### config.mk
export PLATFORM = sky130hd
export DESIGN_NAME = positional_list_engine_top
export DESIGN_NICKNAME = d
export VERILOG_FILES = /design/src/sv/pos_list_pkg.sv /design/src/sv/positional_list_engine_top.sv
export SDC_FILE = /design/constraint.sdc
export NUM_CORES = 2
export LEC_CHECK = 0
export ABC_CLOCK_PERIOD_IN_PS = 21000
export BUFFER_PORTS_ARGS = -buffer_cell sky130_fd_sc_hd__buf_4
export CAP_MARGIN = 20
export CORE_UTILIZATION = 45
export DETAILED_ROUTE_END_ITERATION = 10
export SYNTH_ARGS = -nofsm -noshare
export SYNTH_HDL_FRONTEND = slang
export SYNTH_SLANG_ARGS = --single-unit
### constraint.sdc
create_clock -name clk -period 21 [get_ports clk]
set_input_delay 4.2 -clock clk [delete_from_list [all_inputs] [get_ports clk]]
set_output_delay 4.2 -clock clk [all_outputs]
set_load 0.01 [all_outputs]
### src/sv/pos_list_pkg.sv
`default_nettype none

package pos_list_pkg;

  // Field widths of the item and result ports.
  localparam int KIND_W  = 3;
  localparam int POS_W   = 8;
  localparam int VALUE_W = 32;
  localparam int COUNT_W = 5;
  localparam int STATUS_W = 2;

  localparam int CAPACITY_DEF = 16;

  typedef logic [VALUE_W-1:0] value_t;

  // Operation codes.
  localparam logic [KIND_W-1:0] OP_APPEND  = 3'd0;
  localparam logic [KIND_W-1:0] OP_INSERT  = 3'd1;
  localparam logic [KIND_W-1:0] OP_DELETE  = 3'd2;
  localparam logic [KIND_W-1:0] OP_REPLACE = 3'd3;
  localparam logic [KIND_W-1:0] OP_READ    = 3'd4;
  localparam logic [KIND_W-1:0] OP_CLEAR   = 3'd5;

  // Status codes.
  localparam logic [STATUS_W-1:0] ST_OK    = 2'd0;
  localparam logic [STATUS_W-1:0] ST_RANGE = 2'd1;
  localparam logic [STATUS_W-1:0] ST_FULL  = 2'd2;

endpackage

`default_nettype wire

### src/sv/positional_list_engine_top.sv
`default_nettype none

// Ordered list of up to CAPACITY signed 32-bit values, addressed by 1-based
// position. An item carries an operation (append, insert, delete, replace,
// read or clear), a position and a value, and is taken at a rising edge where
// start is high and busy is low. Every item gives exactly one result on the
// out_ ports: the value read (zero unless a read succeeded), the element
// count after the operation and a status (ok, position out of range, full).
// The item is captured in an input register; in the following cycle the
// whole list is updated in one pass, with every slot shifting in parallel
// for insert and delete, and the result is captured in the result register.
// out_valid, registered from in_valid_r, is high for exactly one cycle per
// result. The receiver cannot hold results off, and none is needed: busy is
// always low, so one item is taken and one result is given every cycle.
// Back-to-back items see each other's updates because the list update and
// the next item's input register land on the same edge.
// Reset empties the list (count zero) and drops any item in flight; the
// slot contents are not reset and are never read before written.
module positional_list_engine_top #(
  parameter int CAPACITY = pos_list_pkg::CAPACITY_DEF
) (
  input  wire logic                               clk,
  input  wire logic                               rst_n,
  input  wire logic                               start,
  output logic                                    busy,
  input  wire logic [pos_list_pkg::KIND_W-1:0]    in_kind,
  input  wire logic [pos_list_pkg::POS_W-1:0]     in_position,
  input  wire logic [pos_list_pkg::VALUE_W-1:0]   in_value,
  output logic                                    out_valid,
  output logic [pos_list_pkg::VALUE_W-1:0]        out_read_value,
  output logic [pos_list_pkg::COUNT_W-1:0]        out_element_count,
  output logic [pos_list_pkg::STATUS_W-1:0]       out_status
);
  import pos_list_pkg::*;

  // Count must hold CAPACITY itself; slot index covers 0..CAPACITY-1.
  localparam int CW = $clog2(CAPACITY + 1);
  localparam int IW = $clog2(CAPACITY);
  // Comparison width wide enough for both the position and count+1.
  localparam int PW = ((CW > POS_W) ? CW : POS_W) + 1;

  // Input register.
  logic                in_valid_r;
  logic [KIND_W-1:0]   kind_r;
  logic [POS_W-1:0]    position_r;
  value_t              value_r;

  // List state.
  value_t              store_r [CAPACITY];
  value_t              store_nxt [CAPACITY];
  logic [CW-1:0]       count_r;
  logic [CW-1:0]       count_nxt;

  // Result register.
  logic                out_valid_r;
  value_t              read_value_r;
  value_t              read_value_nxt;
  logic [CW-1:0]       count_out_r;
  logic [STATUS_W-1:0] status_r;
  logic [STATUS_W-1:0] status_nxt;

  // Position decode.
  logic [PW-1:0]       pos_ext;
  logic [PW-1:0]       cnt_ext;
  logic [PW-1:0]       p0;
  logic                pos_ok;
  logic                ins_ok;
  logic                full;

  assign busy = 1'b0;

  assign pos_ext = PW'(position_r);
  assign cnt_ext = PW'(count_r);
  assign p0      = pos_ext - PW'(1);
  // Delete, replace and read take positions 1..count; insert takes 1..count+1.
  assign pos_ok  = (position_r != '0) && (pos_ext <= cnt_ext);
  assign ins_ok  = (position_r != '0) && (pos_ext <= cnt_ext + PW'(1));
  assign full    = (count_r == CW'(CAPACITY));

  always_comb begin
    store_nxt      = store_r;
    count_nxt      = count_r;
    read_value_nxt = '0;
    status_nxt     = ST_OK;
    if (in_valid_r) begin
      case (kind_r)
        OP_APPEND: begin
          if (full) begin
            status_nxt = ST_FULL;
          end else begin
            for (int i = 0; i < CAPACITY; i++) begin
              if (cnt_ext == PW'(i)) begin
                store_nxt[i] = value_r;
              end
            end
            count_nxt = count_r + CW'(1);
          end
        end
        OP_INSERT: begin
          if (!ins_ok) begin
            status_nxt = ST_RANGE;
          end else if (full) begin
            status_nxt = ST_FULL;
          end else begin
            // Slots above the insertion point move up by one.
            for (int i = 0; i < CAPACITY; i++) begin
              if (PW'(i) == p0) begin
                store_nxt[i] = value_r;
              end else if (i > 0) begin
                if (PW'(i) > p0) begin
                  store_nxt[i] = store_r[i-1];
                end
              end
            end
            count_nxt = count_r + CW'(1);
          end
        end
        OP_DELETE: begin
          if (!pos_ok) begin
            status_nxt = ST_RANGE;
          end else begin
            // Slots from the deleted one upward take their upper neighbor.
            for (int i = 0; i < CAPACITY - 1; i++) begin
              if (PW'(i) >= p0) begin
                store_nxt[i] = store_r[i+1];
              end
            end
            count_nxt = count_r - CW'(1);
          end
        end
        OP_REPLACE: begin
          if (!pos_ok) begin
            status_nxt = ST_RANGE;
          end else begin
            for (int i = 0; i < CAPACITY; i++) begin
              if (PW'(i) == p0) begin
                store_nxt[i] = value_r;
              end
            end
          end
        end
        OP_READ: begin
          if (!pos_ok) begin
            status_nxt = ST_RANGE;
          end else begin
            read_value_nxt = store_r[p0[IW-1:0]];
          end
        end
        OP_CLEAR: begin
          count_nxt = '0;
        end
        default: begin
          // Unused operation codes change nothing and report ok.
        end
      endcase
    end
  end

  always_ff @(posedge clk) begin
    if (!rst_n) begin
      in_valid_r  <= 1'b0;
      out_valid_r <= 1'b0;
      count_r     <= '0;
    end else begin
      in_valid_r  <= start && !busy;
      out_valid_r <= in_valid_r;
      count_r     <= count_nxt;
    end
  end

  always_ff @(posedge clk) begin
    if (start && !busy) begin
      kind_r     <= in_kind;
      position_r <= in_position;
      value_r    <= in_value;
    end
    if (in_valid_r) begin
      read_value_r <= read_value_nxt;
      count_out_r  <= count_nxt;
      status_r     <= status_nxt;
    end
    store_r <= store_nxt;
  end

  assign out_valid         = out_valid_r;
  assign out_read_value    = read_value_r;
  assign out_element_count = COUNT_W'(count_out_r);
  assign out_status        = status_r;

  // Every item taken produces a result once it has passed the input and result registers.
  a_item_gives_result: assert property (@(posedge clk) disable iff (!rst_n)
    (start && !busy) |-> ##2 out_valid)
    else $error("accepted item produced no result");

  // No result appears without an item taken before it.
  a_no_invented_result: assert property (@(posedge clk) disable iff (!rst_n)
    out_valid |-> $past(start && !busy, 2))
    else $error("result without an accepted item");

  // The element count never exceeds the list capacity.
  a_count_bounded: assert property (@(posedge clk) disable iff (!rst_n)
    count_r <= CW'(CAPACITY))
    else $error("element count above capacity");

  // A full status is only given while the list really is full.
  a_full_means_full: assert property (@(posedge clk) disable iff (!rst_n)
    (out_valid && out_status == ST_FULL) |-> (count_r == CW'(CAPACITY)))
    else $error("full status with room left");

  // A failed operation never returns data.
  a_error_no_data: assert property (@(posedge clk) disable iff (!rst_n)
    (out_valid && out_status != ST_OK) |-> (out_read_value == '0))
    else $error("data returned with error status");

endmodule

`default_nettype wire
==> impl_metrics.env <==
export IMPL_finClkSkew_ns=0.01993
export IMPL_synth_area_leaders="edfxtp_1, mux4_2, a22o_1"
export IMPL_violations="design-rule violations"
export IMPL_drive_gt1_share_pct=19.20
export IMPL_cts_sinks=601
export IMPL_routed_wl_microns=119400
export IMPL_slew_violations=0
export IMPL_setup_viol=0
export IMPL_fin_crit_sh_pct=30.57
export IMPL_die_x_microns=272.5
export IMPL_synth_adder_area_share_pct=0.7599
export IMPL_antenna_left=0
export IMPL_yosysSeqAreaShare_pct=54.59
export IMPL_worstPathRequired_ns=21.25
export IMPL_ys_types=71
export IMPL_hold_class="flip-flop to flip-flop"
export IMPL_route_detailed_drc=1
export IMPL_synthArstFlopShare_pct=0
export IMPL_avgSynthCellArea_sq_um=13.62
export IMPL_synth_most_common_cell="edfxtp_1"
export IMPL_finalPower_uw=3230
export IMPL_setup_tns_ns=0
export IMPL_synth_enable_flop_cells=594
export IMPL_arrival_ns=6.66
export IMPL_syn_inst=2417
export IMPL_vias=24961
export IMPL_area_growth_pct=12.07
export IMPL_finalHoldViolations=0
export IMPL_die_h_microns=272.5
export IMPL_diodes=0
export IMPL_drtIter0Drc=4331
export IMPL_root_buffer="clkbuf_16"
export IMPL_place_gp_congestion=0.8736
export IMPL_startpoint="position_r[0]$_DFFE_PP_"
export IMPL_slew_headroom_pct=18.23
export IMPL_ys_ff_latch=601
export IMPL_die_area_sq_um=74270
export IMPL_synth_flop_cell="edfxtp_1"
export IMPL_grt_pass1_wl_microns=171400
export IMPL_yosysWarningCount=0
export IMPL_cts_tree="done"
export IMPL_cts_resized=0
export IMPL_p_per_area_nw_per_um2=87.52
export IMPL_htreeDepth=3
export IMPL_rr_startpoint="position_r[0]$_DFFE_PP_"
export IMPL_syn_area_sq_um=32930
export IMPL_vias_per_cell=7.367
export IMPL_whs_ns=0.6013
export IMPL_slowest_delay_ns=0.98
export IMPL_synth_compound_area_share_pct=22.63
export IMPL_grt_start_max_net_pins=126
export IMPL_min_period_ns=6.419
export IMPL_cp_cell_sequence="buf_12 > clkinv_2 > ha_2 > buf_4 > nand2_1 > buf_4 > nor2_1 > nand2_1 > a211oi_4 > buf_4"
export IMPL_rsz0062_at_grt="no"
export IMPL_grtUsageTotal_pct=31.72
export IMPL_vdd_drop_max_uv=55.89
export IMPL_hold_buffers=0
export IMPL_worstHoldStart="store_r[141]$_DFFE_PP_"
export IMPL_worst_slew_pin_slew_ns=1.227
export IMPL_maxCapViolCount=0
export IMPL_rows=98
export IMPL_yosysTopAreaCell="edfxtp_1"
export IMPL_grt_pass1_vias=23928
export IMPL_io_pins=87
export IMPL_leakage_uw=0.01382
export IMPL_post_dp_hpwl_microns=65410
export IMPL_synth_xor_xnor_area_share_pct=0.2128
export IMPL_wl_per_cell_microns=35.25
export IMPL_start_util_pct=45.75
export IMPL_synth_mux_area_share_pct=11.33
export IMPL_outcome="finished, violations left"
export IMPL_worst_setup_path_end_kind="flip-flop"
export IMPL_path_max_fanout=125
export IMPL_final_nets=2456
export IMPL_synthesis_nets=2483
export IMPL_cts_clk_slew_worst_paths_ns=0.06
export IMPL_port_buffers=85
export IMPL_overflow=0
export IMPL_cp_start_kind="flip-flop"
export IMPL_cts_buffer_depth=3
export IMPL_cts_made_buffers=70
export IMPL_fmax_ghz=0.1558
export IMPL_synth_top_area_share_pct=54.16
export IMPL_core_sq_um=71980
export IMPL_critical_path_class="flip-flop to flip-flop"
export IMPL_dr_pass1_iters=11
export IMPL_final_core_util_pct=51.28
export IMPL_antenna_found_initial=0
export IMPL_ys_top_cells_by_count="edfxtp_1, a21o_1, a22o_1"
export IMPL_cts_setup_buffers=0
export IMPL_crit_path_top_delay_cell="ha_2"
export IMPL_cpMostUsedCell="buf_4"
export IMPL_clock_latency_ns=0.62
export IMPL_synth_top_family_by_area="compound AO/OA/AOI/OAI gates"
export IMPL_synthSimpleGateAreaFrac_pct=6.258
stage by stage:
step           instances  area, sq um  worst slack, ns
6_report            3388        36910            14.58
5_1_grt             3388        36910            14.41
4_1_cts             3388        36910            14.61
3_5_place_dp        3268        34740            14.60
3_3_place_gp        3267        34730            14.71
2_1_floorplan       2417        32930            12.56
final cells by class:
cell class                 count  area, sq um
clock buffer                  82         1849
clock inverter                38        312.8
fill                        6030        35070
inverter                      77        290.3
multi-input combinational   1485        14110
sequential                   601        17980
tap                          950         1189
timing repair buffer         155         1180
final timing paths:
kind / depth (start not counted) / to / slack (ns)
setup / recovery: 10 / store_r[200]$_DFFE_PP_ / 14.58
hold reg to reg: 2 / store_r[173]$_DFFE_PP_ / 0.60
setup reg to reg: 10 / store_r[200]$_DFFE_PP_ / 14.58
hold / removal: 2 / store_r[173]$_DFFE_PP_ / 0.60
power breakdown:
part,switching [uW],total [uW],internal (uW)
sequential,55.2,1450,1390
combinational,344,584,240
clock,518,1200,679
critical path, delay by kind of cell, from the launching register on:
| kind | cells | cell delay [ns] |
|---|---|---|
| fa+ha+maj | 1 | 0.98 |
| buf+inv | 5 | 2.76 |
| simple gates | 3 | 1.13 |
| flops | 1 | 0.37 |
| compound gates | 1 | 0.71 |
sequential cells by signal, summed over array words and instances (netlist names):
register	count
store_r	512
out_read_value	32
value_r	32
position_r	8
count_r	5
out_element_count	5
kind_r	3
out_status	2
in_valid_r	1
out_valid	1
logic make-up after synthesis:
family / Yosys count
mux: 225
other cells: 1
simple gates: 353
buf+inv: 331
fa+ha+maj: 20
xor+xnor: 8
flops: 601
compound gates: 878
cells in the final DEF (no fill, tap or decap), drive strengths merged, types with 6 or more instances in the layout:
cell	instances
a41oi	9
nor2b	122
clkinv	30
nand4	9
mux2i	77
a31oi	15
a21oi	31
o21ai	19
xnor2	6
inv	79
ha	20
and2	69
nand2b	9
nand2	16
nor2	30
dfxtp	7
a222oi	64
clkbuf	82
nor3	29
mux4	115
mux2	33
buf	155
a22o	224
edfxtp	594
o22ai	31
a21o	227
and3	40
nand3	15
a211oi	26
o31ai	6
a221o	192
layer usage:
layer | wire length (microns) | vias to the layer above | global-route usage (%) | part of all wire, %
li1 | - | 9977 | - | -
met1 | 45930 | 12763 | 43.31 | 38
met2 | 54780 | 1909 | 49.14 | 46
met3 | 13880 | 312 | 6.994 | 12
met4 | 4815 | 0 | 12.85 | 4.0
met5 | 0 | - | 0 | 0
Note: power is estimated with default switching activity, not from simulation.
